### src/rtl/mdsr_pkg.sv
`timescale 1ns / 1ps
// Package for the mouse drag-to-scroll remapper: event codes, payload types
// and the command that travels from the front end to the emitter. No dependencies.
package mdsr_pkg;

  // Event types.
  localparam logic [15:0] EV_SYN = 16'd0;
  localparam logic [15:0] EV_KEY = 16'd1;
  localparam logic [15:0] EV_REL = 16'd2;

  // Event codes.
  localparam logic [15:0] REL_X             = 16'd0;
  localparam logic [15:0] REL_Y             = 16'd1;
  localparam logic [15:0] SCROLL_HORIZ      = 16'd6;
  localparam logic [15:0] SCROLL_VERT       = 16'd8;
  localparam logic [15:0] SCROLL_VERT_FINE  = 16'd11;
  localparam logic [15:0] SCROLL_HORIZ_FINE = 16'd12;
  localparam logic [15:0] KEY_LEFT_BUTTON   = 16'd272;
  localparam logic [15:0] KEY_MIDDLE_BUTTON = 16'd274;
  localparam logic [15:0] SYNC_REPORT       = 16'd0;

  // Wheel step values.
  localparam logic signed [31:0] WHEEL_POS    = 32'sd1;
  localparam logic signed [31:0] WHEEL_NEG    = -32'sd1;
  localparam logic signed [31:0] HI_RES_POS   = 32'sd120;
  localparam logic signed [31:0] HI_RES_NEG   = -32'sd120;
  localparam logic signed [31:0] VALUE_ZERO   = 32'sd0;

  // Default depth of the command queue between front end and emitter.
  localparam int QUEUE_DEPTH = 2;

  typedef struct packed {
    logic [15:0]        ev_type;
    logic [15:0]        ev_code;
    logic signed [31:0] ev_value;
    logic [63:0]        stamp;
    logic [63:0]        now_stamp;
  } in_item_t;

  typedef struct packed {
    logic [15:0]        out_type;
    logic [15:0]        out_code;
    logic signed [31:0] out_value;
    logic [63:0]        out_stamp;
    logic               last;
  } out_item_t;

  // Classified request: remap set when the motion becomes a scroll burst.
  typedef struct packed {
    logic     remap;
    in_item_t item;
  } cmd_t;

  // Status of the command queue as seen by its neighbors.
  typedef struct packed {
    logic full;
    logic nonempty;
  } qstat_t;

endpackage

### src/rtl/mdsr_front.sv
`timescale 1ns / 1ps
// Front end of the remapper: accepts requests, tracks the button flags and
// classifies each event as pass-through or scroll burst. Uses mdsr_pkg.
module mdsr_front (
  input  logic             clk,
  input  logic             rst,
  input  logic             push,
  input  mdsr_pkg::in_item_t in_item,
  input  mdsr_pkg::qstat_t q_stat,
  output logic             q_wr,
  output mdsr_pkg::cmd_t   q_wdata
);
  import mdsr_pkg::*;

  logic left_held;
  logic middle_held;
  logic is_key;
  logic is_motion;

  // A request is taken whenever the queue has room.
  assign q_wr = push && !q_stat.full;

  assign is_key    = (in_item.ev_type == EV_KEY);
  assign is_motion = (in_item.ev_type == EV_REL) &&
                     ((in_item.ev_code == REL_X) || (in_item.ev_code == REL_Y));

  // Motion and key events never coincide, so the current flags decide the remap.
  always_comb begin
    q_wdata.item  = in_item;
    q_wdata.remap = is_motion && left_held && middle_held;
  end

  // Button flags follow the key events for the left and middle buttons.
  always_ff @(posedge clk) begin
    if (rst) begin
      left_held   <= 1'b0;
      middle_held <= 1'b0;
    end else if (q_wr && is_key) begin
      if (in_item.ev_code == KEY_LEFT_BUTTON) begin
        left_held <= (in_item.ev_value != VALUE_ZERO);
      end
      if (in_item.ev_code == KEY_MIDDLE_BUTTON) begin
        middle_held <= (in_item.ev_value != VALUE_ZERO);
      end
    end
  end

  a_flags_hold: assert property (@(posedge clk) disable iff (rst)
    !(q_wr && is_key) |=> ($stable(left_held) && $stable(middle_held)))
    else $error("button flags changed without a key request");

endmodule

### src/rtl/mdsr_queue.sv
`timescale 1ns / 1ps
// Short command queue that decouples the front end from the emitter.
// Uses mdsr_pkg for the command and status types.
module mdsr_queue #(
  parameter int Depth = mdsr_pkg::QUEUE_DEPTH
) (
  input  logic             clk,
  input  logic             rst,
  input  logic             wr,
  input  mdsr_pkg::cmd_t   wdata,
  input  logic             rd,
  output mdsr_pkg::cmd_t   head,
  output mdsr_pkg::qstat_t stat
);
  import mdsr_pkg::*;

  localparam int PtrW = (Depth > 1) ? $clog2(Depth) : 1;
  localparam int CntW = $clog2(Depth + 1);

  cmd_t            slots [Depth];
  logic [PtrW-1:0] wr_ptr;
  logic [PtrW-1:0] rd_ptr;
  logic [CntW-1:0] count;

  assign stat.full     = (count == CntW'(Depth));
  assign stat.nonempty = (count != '0);
  assign head          = slots[rd_ptr];

  // Storage slots take the new command at the write pointer.
  always_ff @(posedge clk) begin
    if (wr) begin
      slots[wr_ptr] <= wdata;
    end
  end

  // Pointers wrap at the depth; the count tracks occupancy.
  always_ff @(posedge clk) begin
    if (rst) begin
      wr_ptr <= '0;
      rd_ptr <= '0;
      count  <= '0;
    end else begin
      if (wr) begin
        wr_ptr <= (wr_ptr == PtrW'(Depth - 1)) ? '0 : wr_ptr + 1'b1;
      end
      if (rd) begin
        rd_ptr <= (rd_ptr == PtrW'(Depth - 1)) ? '0 : rd_ptr + 1'b1;
      end
      case ({wr, rd})
        2'b10:   count <= count + 1'b1;
        2'b01:   count <= count - 1'b1;
        default: count <= count;
      endcase
    end
  end

  a_no_overflow: assert property (@(posedge clk) disable iff (rst)
    count <= CntW'(Depth))
    else $error("command queue occupancy exceeds its depth");

  a_no_underflow: assert property (@(posedge clk) disable iff (rst)
    rd |-> (count != '0))
    else $error("command queue read while empty");

endmodule

### src/rtl/mdsr_back.sv
`timescale 1ns / 1ps
// Emitter of the remapper: walks each command through its results into the output
// register, one per cycle while that register is empty or being popped. Uses mdsr_pkg.
module mdsr_back (
  input  logic              clk,
  input  logic              rst,
  input  mdsr_pkg::cmd_t    cmd,
  input  mdsr_pkg::qstat_t  q_stat,
  output logic              cmd_pop,
  input  logic              pop,
  output logic              empty,
  output mdsr_pkg::out_item_t out_item
);
  import mdsr_pkg::*;

  // Steps of a scroll burst.
  localparam logic [2:0] STEP_LEFT   = 3'd0;
  localparam logic [2:0] STEP_MIDDLE = 3'd1;
  localparam logic [2:0] STEP_WHEEL  = 3'd2;
  localparam logic [2:0] STEP_HI_RES = 3'd3;
  localparam logic [2:0] STEP_SYNC   = 3'd4;

  logic        out_vld;
  logic [2:0]  step;
  logic [2:0]  step_next;
  logic        ld;
  logic        done;
  logic        is_x;
  logic signed [31:0] wheel_val;
  logic signed [31:0] hi_res_val;
  out_item_t   res;

  assign empty = !out_vld;
  assign ld    = q_stat.nonempty && (!out_vld || pop);
  assign done  = !cmd.remap || (step == STEP_SYNC);
  assign cmd_pop = ld && done;
  assign is_x  = (cmd.item.ev_code == REL_X);

  // Sign of the motion, plain and scaled for the hi-res wheel.
  always_comb begin
    if (cmd.item.ev_value == VALUE_ZERO) begin
      wheel_val  = VALUE_ZERO;
      hi_res_val = VALUE_ZERO;
    end else if (cmd.item.ev_value[31]) begin
      wheel_val  = WHEEL_NEG;
      hi_res_val = HI_RES_NEG;
    end else begin
      wheel_val  = WHEEL_POS;
      hi_res_val = HI_RES_POS;
    end
  end

  // Result for the current step, or the event itself when passed through.
  always_comb begin
    res.out_stamp = cmd.item.stamp;
    res.last      = 1'b0;
    res.out_type  = EV_KEY;
    res.out_code  = KEY_LEFT_BUTTON;
    res.out_value = VALUE_ZERO;
    if (!cmd.remap) begin
      res.out_type  = cmd.item.ev_type;
      res.out_code  = cmd.item.ev_code;
      res.out_value = cmd.item.ev_value;
      res.last      = 1'b1;
    end else begin
      unique case (step)
        STEP_LEFT: begin
          res.out_code = KEY_LEFT_BUTTON;
        end
        STEP_MIDDLE: begin
          res.out_code = KEY_MIDDLE_BUTTON;
        end
        STEP_WHEEL: begin
          res.out_type  = EV_REL;
          res.out_code  = is_x ? SCROLL_HORIZ : SCROLL_VERT;
          res.out_value = wheel_val;
        end
        STEP_HI_RES: begin
          res.out_type  = EV_REL;
          res.out_code  = is_x ? SCROLL_HORIZ_FINE : SCROLL_VERT_FINE;
          res.out_value = hi_res_val;
        end
        STEP_SYNC: begin
          res.out_type  = EV_SYN;
          res.out_code  = SYNC_REPORT;
          res.out_stamp = cmd.item.now_stamp;
          res.last      = 1'b1;
        end
        default: begin
          res.out_code = KEY_LEFT_BUTTON;
        end
      endcase
    end
  end

  // Step counter restarts once a command has given its last result.
  always_comb begin
    step_next = step;
    if (ld) begin
      step_next = done ? STEP_LEFT : step + 1'b1;
    end
  end

  always_ff @(posedge clk) begin
    if (rst) begin
      step    <= STEP_LEFT;
      out_vld <= 1'b0;
    end else begin
      step <= step_next;
      if (ld) begin
        out_vld <= 1'b1;
      end else if (pop) begin
        out_vld <= 1'b0;
      end
    end
  end

  // Output register holds the oldest waiting result.
  always_ff @(posedge clk) begin
    if (ld) begin
      out_item <= res;
    end
  end

  a_step_in_burst: assert property (@(posedge clk) disable iff (rst)
    (step != STEP_LEFT) |-> (q_stat.nonempty && cmd.remap))
    else $error("burst step advanced without a remap command at the head");

  a_sync_is_last: assert property (@(posedge clk) disable iff (rst)
    (ld && cmd.remap && step == STEP_SYNC) |=> (out_item.last && !empty))
    else $error("sync report of a burst not marked last");

  a_mid_not_last: assert property (@(posedge clk) disable iff (rst)
    (ld && cmd.remap && step != STEP_SYNC) |=> !out_item.last)
    else $error("burst result marked last before the sync report");

endmodule

### src/rtl/mouse_drag_to_scroll_remapper.sv
`timescale 1ns / 1ps
// Top level of the mouse drag-to-scroll remapper: front end, command queue and
// emitter. Uses mdsr_pkg, mdsr_front, mdsr_queue and mdsr_back.
//
// The block reads input events (type, code, value, stamps) as queue requests and
// tracks the left and middle button flags. While both are held, a relative X or Y
// motion event turns into five results: left release, middle release, wheel sign,
// hi-res wheel sign times 120 and a sync report stamped with now_stamp; every
// other event comes out unchanged as one result. The emitter writes one result
// per cycle into the output register while that register is empty or being
// popped; a command queue of QueueDepth entries lets new requests be taken
// while a burst is still being emitted. The flag marked last closes the results
// of each request.
module mouse_drag_to_scroll_remapper #(
  parameter int QueueDepth = mdsr_pkg::QUEUE_DEPTH
) (
  input  logic                clk,
  input  logic                rst,
  input  logic                push,
  output logic                full,
  input  mdsr_pkg::in_item_t  in_item,
  output logic                empty,
  input  logic                pop,
  output mdsr_pkg::out_item_t out_item
);
  import mdsr_pkg::*;

  qstat_t q_stat;
  logic   q_wr;
  logic   q_rd;
  cmd_t   q_wdata;
  cmd_t   q_head;

  assign full = q_stat.full;

  // Front end: classify requests and keep the button flags.
  mdsr_front u_front (
    .clk     (clk),
    .rst     (rst),
    .push    (push),
    .in_item (in_item),
    .q_stat  (q_stat),
    .q_wr    (q_wr),
    .q_wdata (q_wdata)
  );

  // Queue between classification and emission.
  mdsr_queue #(
    .Depth (QueueDepth)
  ) u_queue (
    .clk   (clk),
    .rst   (rst),
    .wr    (q_wr),
    .wdata (q_wdata),
    .rd    (q_rd),
    .head  (q_head),
    .stat  (q_stat)
  );

  // Emitter: one result per cycle into the output register while it is empty or popped.
  mdsr_back u_back (
    .clk      (clk),
    .rst      (rst),
    .cmd      (q_head),
    .q_stat   (q_stat),
    .cmd_pop  (q_rd),
    .pop      (pop),
    .empty    (empty),
    .out_item (out_item)
  );

endmodule
### config.mk
export PLATFORM = sky130hd
export DESIGN_NAME = mouse_drag_to_scroll_remapper
export DESIGN_NICKNAME = d
export VERILOG_FILES = /design/src/rtl/mdsr_pkg.sv /design/src/rtl/mdsr_front.sv /design/src/rtl/mdsr_queue.sv /design/src/rtl/mdsr_back.sv /design/src/rtl/mouse_drag_to_scroll_remapper.sv
export SDC_FILE = /design/constraint.sdc
export NUM_CORES = 1
export LEC_CHECK = 0
export BUFFER_PORTS_ARGS = -buffer_cell sky130_fd_sc_hd__clkbuf_2
export CAP_MARGIN = 10
export CORE_UTILIZATION = 40
export CTS_BUF_LIST = sky130_fd_sc_hd__clkbuf_8 sky130_fd_sc_hd__clkbuf_16
export CTS_CLUSTER_DIAMETER = 40
export DETAILED_ROUTE_END_ITERATION = 12
export MAX_ROUTING_LAYER = met4
export PLACE_DENSITY_LB_ADDON = 0.08
export SYNTH_ARGS = -nofsm -noshare
export SYNTH_HDL_FRONTEND = slang
export SYNTH_HIERARCHICAL = 1
export SYNTH_SLANG_ARGS = --single-unit
### constraint.sdc
create_clock -name clk -period 13.55 [get_ports clk]
set_clock_uncertainty 0.2 [all_clocks]
set_input_delay 3.3875 -clock clk [delete_from_list [all_inputs] [get_ports clk]]
set_output_delay 3.3875 -clock clk [all_outputs]
set_load 0.03 [all_outputs]
* Word-level counts from Yosys, hierarchy flattened
Memory sizes are Yosys's and may differ from the RTL's. A register that Yosys moved wholly into a read port is not among the register bits.
Cells that the tools add are included.
** Storage, ports and cells
- Memories :: 1
- Logic and storage cells :: 75
- Input port bits :: 196
- Output and inout bits :: 131
- Register bits :: 139
- RAM bits :: 386
** Cells by class
- Add/subtract/negate cells :: 5
- Reduce and logical (&&, ||, !) cells :: 23
- Multiplexer cells :: 22
- Equality and inequality tests :: 12
** Memories
- u_queue.slots :: words 2, width 193, read ports 1, clocked after Yosys merged registers in 1, wr ports 1, line mdsr_queue.sv:20 : cmd_t slots [Depth];
** Operator list (number)
- $mux W32 :: 4
- $mux W64 :: 2
- $mux W65 :: 1
- $pmux W16 S4 :: 1
- $pmux W32 S2 :: 1
- $eq A16 B1 Y1 const B :: 2
- $eq A16 B9 Y1 const B :: 2
- $logic_not A16 Y1 :: 2
- $logic_not A32 Y1 :: 1
- $reduce_bool A32 Y1 :: 1
- $eq A16 B2 Y1 const B :: 1
- $mux W1 :: 8
- $pmux W2 S2 :: 2
- $logic_and A1 B1 Y1 :: 7
- $eq A3 B2 Y1 const B :: 2
- $mux W3 :: 2
- $reduce_bool A2 Y1 :: 3
- $eq A2 B2 Y1 const B :: 2
- $mux W4 :: 1
- $reduce_and A2 Y1 :: 2
- $add A3 B1 Y3 const B :: 1
- $eq A3 B1 Y1 const B :: 1
- $eq A3 B3 Y1 const B :: 1
- $logic_not A1 Y1 :: 3
- other kinds (6) :: 9

* Longest topological paths before layout
Gate-level depths: netlist of the first run.
- Depth after elaboration :: 6
- Gate-level depth with buffers :: 9
- Gate-level depth less buffers :: 8

* Modules after synthesis
Netlist of the first run, hierarchy kept.
** By module, submodules not included
- mdsr_queue :: area an instance 14188.6 sq um, cells each 622, times used 1, seq. area each 11691.2 sq um
- mdsr_back :: area an instance 5734.2 sq um, cells each 381, times used 1, seq. area each 3953.8 sq um
- mdsr_front :: area an instance 1776.7 sq um, cells each 227, times used 1, seq. area each 40.0 sq um

* Least setup slack after synthesis of the first run
Ideal clock, no wire load.
- Path kind :: input -> register
- From :: input port push
- To :: memory u_queue/slots[0][0] in the netlist's numbering (enable)
- Buffers on the path :: 0
- Data arrival time :: 11.712 ns
- Cell stages on the path :: 3
- Setup slack :: 0.890 ns
- Data required time :: 12.601 ns
- Setup time :: 0.749 ns
- Path through :: nor2b_1 inv_1 nor2_1
** On the way
- Longest elaborated chain between the ends :: 3
** Ends and longest elaborated chain
- start, declared :: line mouse_drag_to_scroll_remapper.sv:19 : input logic push,
- $logic_and A1 B1 Y1 :: line mdsr_front.sv:21 : assign q_wr = push && !q_stat.full;
- $mux W1 :: line mdsr_queue.sv:31 : if (wr) begin
- $mux W1 (not written as such) :: line mdsr_queue.sv:32 : slots[wr_ptr] <= wdata;
- end, declared :: line mdsr_queue.sv:20
Every way passes these cells.

* Final worst setup path of the first run
- From :: input port push
- To :: memory u_queue/slots[0][117] in the netlist's numbering (enable)
** On the way
- Longest elaborated chain between the ends :: 3
** Ends and longest elaborated chain
- $logic_and A1 B1 Y1 :: line mdsr_front.sv:21
- named net q_wr :: line mouse_drag_to_scroll_remapper.sv:29 : logic q_wr;
- $mux W1 :: line mdsr_queue.sv:31
- $mux W1 (not written as such) :: line mdsr_queue.sv:32
The timed path passes the listed nets, and every way through them passes these cells.

==> results.cfg, run 1 <==
[status]
status = complete, no violations

[critical_path]
slowest_stage = buf_4
cp_slowest_stage_delay_ps = 930
rr_worst_depth = 8
path_class = in -> reg
cp-end-kind = flop
crit_fanout = 74
start_kind = input port
r2r_slack_ps = 9540
r2r_end = u_queue/count[1]
worstPathArrival_ps = 5820
critPathMostFrequentCell = buf_4
cp.required_ps = 13550
worstPathCellList = clkbuf_2, nor2b_1, inv_1, nor2_4, buf_4, buf_4

[clock_tree]
ctsResizeCount = 0
postCtsSetupBuffers = 0
clkLatencyLatePin_ps = 600
clkTransAtPathRegs_ps = 50
htree_levels = 3
cts_buffer_depth = 3
cts_sinks = 526
postCtsHoldBufs = 0
clock-root-buffer = clkbuf_16
numCtsBuffers = 82
tritoncts = done

[sta]
final_max_slew_viol_count = 0
relSlewSlack_pct = 21.9
hold_viol = 0
fin_hold_ws_ps = 271
tightestPinTransition_ps = 1170
setup_viol = 0
rsz0062_at_grt = false
post-route-min-period_ps = 5820
fmax_mhz = 172
period_share_pct = 42.9
setup_slack_ps = 7730
fin_tns_setup_ps = 0

[finish]
final_layout_size_suffix_gt1_share_pct = 49.8
area_growth_pct = 16.7
final_util_pct = 47.7
instances_no_fill = 2184
final_area_um2 = 25300
nNetsFinal = 1624

[synthesis]
yosysWarningCount = 6
synth-seq-cells = 526
syn_avg_cell_area_um2 = 17.6
yosysUniqueCellTypes = 49
synth_top_family_by_area = multiplexers
synthTopCellsByArea = edfxtp_1, mux2_2, buf_4
synth-simple-area-share_pct = 3.21
netlist_area_um2 = 21700
synth_compound_area_share_pct = 1.51
yosys.area_share.xor_xnor_pct = 0.161
synth_edf_count = 515
synth_top_area_share_pct = 71.3
synthMuxAreaShare_pct = 13.5
synth_fa_ha_area_share_pct = 0.346
synth_top_cell_by_area = edfxtp_1
synth_seq_area_share_pct = 72.3
async_reset_ff_share_pct = 0
syn-num-nets = 1432
synth_ff_type = edfxtp_1
syn_inst = 1230

[place]
post_dp_cell_area_um2 = 22500
dp_hpwl_um = 27300
numPortBuffers = 326
gp_congestion = 0.750
place_ws_ps = 6980
place_inst = 2026

[global_route]
grt_max_degree = 94
grt_use_total_pct = 16.8
antenna_found_initial = 6
grt-ovfl-total = 0
grt_pass1_wl_um = 66700
grt_pass1_vias = 10942

[power]
power_density_nw_per_um2 = 243
ir_drop_mv = 0.194
leakagePower_nw = 9.22
p_total_mw = 6.16

[min_path]
worstHoldEndpoint = u_front/middle_held
hold-path-cell-count = 2
hp-start = u_front/middle_held
hold_class = reg -> reg

[job]
max-cap-violations = 0

[drt]
routed-via-count = 10460
first_pass_iters = 5
drtIter0Drc = 487
drc = 0
post_drt_via_cell_ratio = 4.79
ant_nets = 0
wl_um = 44300
wl_per_cell_um = 20.3

[floorplan]
die_area_um2 = 55200
die_w_um = 235
die_h_um = 235
num_io_pins = 327
initial_core_util_pct = 40.9
num_rows = 84
core_um2 = 53100
[cell families (layout without fill, tap and decap cells)]
| logic type | after synthesis | after routing |
|---|---|---|
| buf+inv | 278 | 537 |
| xor+xnor | 4 | 4 |
| compound gates | 55 | 55 |
| fa+ha+maj | 6 | 6 |
| other cells | 0 | 7 |
| mux | 261 | 261 |
| simple gates | 100 | 100 |
| flops | 526 | 526 |
[layout by cell type, fill, tap and decap left out, types with 4 or more instances in the layout]
cell,n
clkinv_4,8
clkinv_2,7
inv_1,55
inv_6,11
dfxtp_1,10
nand2_1,5
nand4_1,9
clkinv_1,11
mux2_1,6
o21ai_1,6
nor2_1,10
nor2b_1,26
buf_4,12
nand3_1,4
o21ai_0,26
nor4_1,20
bufinv_16,10
clkbuf_2,326
mux2_2,252
a21oi_1,6
clkinvlp_4,11
diode_2,7
o22ai_1,4
edfxtp_1,515
ha_1,6
clkbuf_16,84
o32ai_1,5
[worst max path at each step]
stage | cells after the start | startpoint | end | slack, ps
global placement | 6 | push | u_queue/slots[0][146] | 7000
detailed placement | 6 | push | u_queue/slots[0][146] | 6980
finish | 6 | push | u_queue/slots[0][117] | 7730
CTS | 6 | push | u_queue/slots[0][155] | 7620
global route | 6 | push | u_queue/slots[0][117] | 7520
floorplan | 3 | push | u_queue/slots[0][0] | 890
[synthesized netlist by cell type, types with 2 or more instances]
library cell	number
nor4_1	20
nand3_4	2
o21ai_0	26
nand4_1	9
nand3_1	4
buf_4	196
mux2i_1	3
nor4_2	3
mux2_1	6
inv_1	47
nor2b_1	26
nor2_1	11
nand2b_1	3
buf_2	8
nor3_2	2
mux2_2	252
buf_6	20
o32ai_1	5
ha_1	6
nor4_4	3
clkbuf_1	6
nand2_1	5
o22ai_1	4
a21oi_1	6
nor3_1	2
dfxtp_1	11
o21ai_1	6
xnor2_1	3
edfxtp_1	515
[report_power, final]
part	switching, mW	total, mW	internal (mW)	leakage (nW)
clock	0.749	2.08	1.33	1.36
combinational	1.06	1.60	0.541	2.93
sequential	0.125	2.48	2.35	4.93
[state kept, by name, summed over array words and instances (netlist names), named ones only]
| name | count |
|---|---|
| u_front/left_held | 1 |
| u_back/step | 3 |
| u_queue/wr_ptr | 1 |
| u_back/out_item | 129 |
| u_queue/slots | 386 |
| u_front/middle_held | 1 |
| u_back/out_vld | 1 |
| u_queue/rd_ptr | 1 |
| u_queue/count | 2 |
[metal layers]
| metal | global-route usage, % | vias up | routed length (um) |
|---|---|---|---|
| li1 | - | 4867 | - |
| met1 | 21.4 | 5243 | 19900 |
| met2 | 25.9 | 280 | 21200 |
| met3 | 4.24 | 70 | 2410 |
| met4 | 5.98 | 0 | 891 |
| met5 | - | - | 0 |
[final cells by class]
type / instances / area, um^2
fillers: 4557 / 27700
flip-flops and latches: 526 / 15700
diodes: 7 / 17.5
clock inverters: 67 / 669
well taps: 688 / 861
inverters: 48 / 190
repair buffers: 338 / 1720
clock buffers: 84 / 2100
multi-input cells: 426 / 4080
[critical path: cells and delay by family]
kind | cells | cell delay, ps
and+or+nand+nor | 2 | 390
buffers and inverters | 4 | 1920
No activity file was read; power rests on OpenSTA's default activity.
==> inputs of run 2 (changes only) <==
==> constraint.sdc (replaced) <==
create_clock -name clk -period 5.3 [get_ports clk]
set_clock_uncertainty 0.2 [all_clocks]
set_input_delay 1.325 -clock clk [delete_from_list [all_inputs] [get_ports clk]]
set_output_delay 1.325 -clock clk [all_outputs]
set_load 0.03 [all_outputs]
==> run 2 against run 1 <==
Against the previous run:
- die area unchanged
- power rose to 2.5 times the previous value
- sequential power rose to 2.6 times the previous value
- flip-flop and latch count unchanged
- non-clock buffer count up 3
- combinational power rose to 2.6 times the previous value
- clock power up 140%
- critical endpoint is now u_back/out_item[68]
==> results.cfg, run 2 (same netlist as run 1, synthesis figures left out) <==
[status]
status = complete, no violations

[global_route]
antenna_found_initial = 8
grt_pass1_vias = 11068
grt_pass1_wl_um = 67400
grt_max_degree = 81
grt-ovfl-total = 0
grt_use_total_pct = 16.8

[min_path]
worstHoldEndpoint = u_front/middle_held
hold_class = reg -> reg
hp-start = u_front/middle_held
hold-path-cell-count = 2

[floorplan]
die_w_um = 235
die_area_um2 = 55200
core_um2 = 53100
num_rows = 84
die_h_um = 235
num_io_pins = 327
initial_core_util_pct = 40.9

[place]
numPortBuffers = 326
gp_congestion = 0.789
place_inst = 2029
dp_hpwl_um = 28400

[drt]
drtIter0Drc = 552
routed-via-count = 10502
first_pass_iters = 4
post_drt_via_cell_ratio = 4.82
drc = 0
wl_um = 45000
ant_nets = 0
wl_per_cell_um = 20.6

[power]
power_density_nw_per_um2 = 614
p_total_mw = 15.5
ir_drop_mv = 0.296
leakagePower_nw = 9.17

[sta]
relSlewSlack_pct = 31.6
final_max_slew_viol_count = 0
fmax_mhz = 307
fin_hold_ws_ps = 273
setup_viol = 0
post-route-min-period_ps = 3260
fin_tns_setup_ps = 0
tightestPinTransition_ps = 1030
period_share_pct = 61.5
hold_viol = 0
rsz0062_at_grt = false

[critical_path]
worstPathCellList = buf_4, mux2_2, nor4_1, nand4_1, nor2_1, o32ai_1
cp-end-kind = flop
start_kind = flop
rr_worst_depth = 6
cp_slowest_stage_delay_ps = 730
r2r_slack_ps = 2040
r2r_end = u_back/out_item[68]
crit_fanout = 59
worstPathArrival_ps = 3350
cp.required_ps = 5390
path_class = reg -> reg
slowest_stage = buf_4

[clock_tree]
postCtsSetupBuffers = 0
tritoncts = done
cts_buffer_depth = 3
ctsResizeCount = 0
postCtsHoldBufs = 0
clkTransAtPathRegs_ps = 60
clock-root-buffer = clkbuf_16
htree_levels = 3
numCtsBuffers = 78
cts_sinks = 526
clkLatencyLatePin_ps = 600

[finish]
fillers = 4599
final_layout_size_suffix_gt1_share_pct = 49.6
largest_register_ffs = 386
nNetsFinal = 1623
top_register = u_queue/slots
reg_top3 = u_queue/slots: 386 flops, u_back/out_item: 129 flops, u_back/step: 3 flops
final_common_cell = edfxtp_1
area_growth_pct = 16.1
instances_no_fill = 2179
final_cell_mix = edfxtp_1, clkbuf_2, mux2_2

[job]
max-cap-violations = 0
run 2: cell types whose count changed in the layout (fill, tap and decap cells not counted), moves of 2 or more:
cell	previous run	this run
inv_6	11	4
clkbuf_16	84	79
buf_12	0	4
clkinv_2	7	11
clkinv_1	11	8
inv_1	55	58
bufinv_16	10	8
clkinv_4	8	10
clkinvlp_4	11	9
run 2: where the power goes:
group          switching (mW)  total [mW]  internal, mW  leakage, nW
Combinational            2.73        4.15          1.42         2.96
Sequential              0.347        6.35          6.00         4.93
Clock                    1.85        4.97          3.13         1.28
Total                    4.92        15.5          10.5         9.17
run 2: final cells by class:
cell class	instances	area, um^2	area share [%]
clock inverters	62	576	2.28
inverters	48	190	0.755
clock buffers	80	1990	7.90
diodes	8	20.0	0.0794
repair buffers	341	1790	7.12
multi-input cells	426	4080	16.2
flip-flops and latches	526	15700	62.3
well taps	688	861	3.42
run 2: how the worst max path moves through the flow:
stage / start / end / slack [ps] / cells after the start
after floorplan: push / u_queue/slots[0][0] / 150 / 3
after global placement: pop / u_back/out_item[14] / 1860 / 5
after detailed placement: pop / u_back/out_item[14] / 1800 / 5
after CTS: flop / u_back/out_item[68] / 1940 / 6
after global routing: flop / u_back/out_item[68] / 1750 / 6
final: flop / u_back/out_item[68] / 2040 / 6
run 2: worst max-delay path, delay by kind of cell (launching register included):
family	cells	cell delay [ps]
simple gates	3	880
buf+inv	1	730
flops	1	560
mux	1	430
compound gates	1	150
run 2: per-stage QoR:
stage | area [um^2] | util, % | setup slack, ps
floorplan | 21700 | - | 146
global placement | 22600 | 42.6 | 1860
detailed placement | 22600 | 42.6 | 1800
CTS | 25200 | 47.4 | 1940
global route | 25200 | 47.5 | 1750
finish | 25200 | 47.5 | 2040
run 2: per-layer routing:
metal | share of wire, % | track usage, %
met5 | 0 | -
met2 | 48 | 26.0
met1 | 44 | 21.3
met3 | 5.2 | 4.71
met4 | 2.4 | 5.52
==> inputs of run 3 (changes only) <==
--- a/config.mk
+++ b/config.mk
@@ -5,6 +5,7 @@
 export SDC_FILE = /design/constraint.sdc
 export NUM_CORES = 1
 export LEC_CHECK = 0
+export ABC_AREA = 1
 export BUFFER_PORTS_ARGS = -buffer_cell sky130_fd_sc_hd__clkbuf_2
 export CAP_MARGIN = 10
 export CORE_UTILIZATION = 40
==> constraint.sdc (replaced) <==
create_clock -name clk -period 2.8 [get_ports clk]
set_clock_uncertainty 0.2 [all_clocks]
set_input_delay 0.7 -clock clk [delete_from_list [all_inputs] [get_ports clk]]
set_output_delay 0.7 -clock clk [all_outputs]
set_load 0.03 [all_outputs]
==> run 3 against run 2 <==
Against the previous run:
- power grew 94%
- combinational power grew 87%
- final area grew 2.9%
- critical path depth grew 2
- utilization grew 0.62 points
- sequential share of layout area shrank 1.8 points
- first-iteration DRC count shrank 12%
- area after synthesis grew 0.84%
- clock power grew 110%
- die area grew 0.83%
==> results.cfg, run 3 <==
[min_path]
hold-path-cell-count = 1
hold_class = in -> reg

[power]
p_total_mw = 30.0
clkPwrFrac_pct = 34.6
p_seq_share_pct = 39.5
power_switching_mw = 9.70
ir_drop_mv = 0.555
leakagePower_nw = 10.0
intPower_mw = 20.3
power_density_nw_per_um2 = 1160
switching_share_pct = 32.3
p_comb_share_pct = 25.9

[finish]
reg_top3 = u_queue/slots: 386 flops, u_back/out_item: 129 flops, u_back/step: 3 flops
nNetsFinal = 1896
seq_area_um2 = 15700
largest_register_ffs = 386
final_cell_mix = edfxtp_1, clkbuf_2, nand2_1
area_growth_pct = 18.5
multi_input_area_um2 = 4170
top_register = u_queue/slots
final_layout_size_suffix_gt1_share_pct = 40.8
final_common_cell = edfxtp_1
fillers = 4752

[synthesis]
synth_top_area_share_pct = 70.7
synth.most_common_cell = edfxtp_1
synth_seq_area_share_pct = 71.7
synth_top_cell_by_area = edfxtp_1
async_reset_ff_share_pct = 0
syn_avg_cell_area_um2 = 14.7
synth_edf_count = 515
yosysWarningCount = 6
syn-num-nets = 1689
yosysUniqueCellTypes = 34
netlist_area_um2 = 21900
synth-seq-cells = 526
synth_ff_type = edfxtp_1
synthTopCellsByArea = edfxtp_1, mux2_2, buf_4
syn_inst = 1487
yosys-top-cells-count = edfxtp_1, nand2_1, buf_4, mux2_2, nor2_1

[sta]
fin_tns_setup_ps = 0
rsz0062_at_grt = false
final_max_slew_viol_count = 0
period_share_pct = 88.6
fin_hold_ws_ps = 67.9
post-route-min-period_ps = 2480
fmax_mhz = 403
hold_viol = 0
relSlewSlack_pct = 54.4
tightestPinTransition_ps = 684
setup_viol = 0

[drt]
wl_per_cell_um = 18.9
first_pass_iters = 5
drc = 0
routed-via-count = 11540
post_drt_via_cell_ratio = 4.68
drtIter0Drc = 486
ant_nets = 0
wl_um = 46600

[critical_path]
path_class = reg -> reg
worstPathArrival_ps = 2640
start_kind = flop
cp.required_ps = 2960
cp-end-kind = flop
rr_worst_depth = 8
crit_fanout = 22

[clock_tree]
htree_levels = 3
cts_sinks = 526
postCtsHoldBufs = 0
cts_buffer_depth = 3
clkTransAtPathRegs_ps = 60
clock-root-buffer = clkbuf_16
numCtsBuffers = 86
clkLatencyLatePin_ps = 620
postCtsSetupBuffers = 0
ctsResizeCount = 0
tritoncts = done

[floorplan]
die_area_um2 = 55600
initial_core_util_pct = 40.6
die_h_um = 236
num_rows = 85
die_w_um = 236
core_um2 = 53900
num_io_pins = 327

[place]
gp_congestion = 0.764
numPortBuffers = 326
dp_hpwl_um = 29900

[job]
max-cap-violations = 0

[global_route]
grt-ovfl-total = 0
grt_use_total_pct = 17.3
antenna_found_initial = 4
grt_pass1_vias = 11925
grt_max_degree = 90
grt_pass1_wl_um = 70300

[status]
status = complete, no violations
## run 3: layout make-up
| cell class | count | area share [%] |
|---|---|---|
| Inverter | 75 | 1.15 |
| Multi-Input combinational cell | 651 | 16.1 |
| Clock buffer | 86 | 8.30 |
| Antenna cell | 4 | 0.0386 |
| Tap cell | 696 | 3.36 |
| Sequential cell | 526 | 60.5 |
| Timing Repair Buffer | 354 | 7.73 |
| Clock inverter | 76 | 2.86 |
## run 3: cell families after synthesis
family / count (synthesis) / share of synthesized area (%)
and+or+nand+nor: 418 / 7.66
buffers and inverters: 310 / 9.39
adders and majority gates: 6 / 0.343
AOI/OAI and AO/OA: 33 / 0.949
xor gates and xnor gates: 1 / 0.0400
muxes: 193 / 9.93
DFF: 526 / 71.7
## run 3: worst max-delay path, cell delays in order (launching register included)
cell,delay [ps]
dfxtp_4,560
buf_12,250
mux2_2,370
nor2_1,100
nand3_1,90
nor2_1,260
nand2_1,140
nand3_1,130
nand3_1,80
## run 3: power by group through the flow
stage                     sequential [mW]  combinational [mW]  clock, mW
final                                11.8                7.77       10.4
after global routing                 12.0                8.35       10.9
after CTS                            11.9                7.93       10.6
after detailed placement             12.0                7.90          0
after global placement               12.0                7.93          0
after floorplan                      13.1                3.62          0
## run 3: final timing paths
| kind | from | to | slack (ps) |
|---|---|---|---|
| worst max-delay path | flop | u_back/out_item[98] | 320 |
| worst min-delay path | in_item[56] | u_queue/slots[1][56] | 70 |
| worst max register to register | flop | u_back/out_item[98] | 320 |
| worst min register to register | u_front/left_held | u_front/left_held | 290 |
## run 3: layer usage
metal | routed length [um] | vias to the layer above | GRT usage [%]
li1 | - | 5489 | -
met1 | 20700 | 5671 | 22.0
met2 | 22100 | 287 | 26.8
met3 | 2440 | 93 | 4.08
met4 | 1370 | 0 | 6.77
met5 | 0 | - | -
## run 3: stage by stage
step	cells	cell area (um^2)	utilization [%]	setup WS, ps
2_1_floorplan	1487	21900	-	-1570
3_3_place_gp	2302	23000	42.7	351
3_5_place_dp	2302	23000	42.7	311
4_1_cts	2464	25900	48.1	311
5_1_grt	2468	25900	48.1	173
6_report	2468	25900	48.1	318
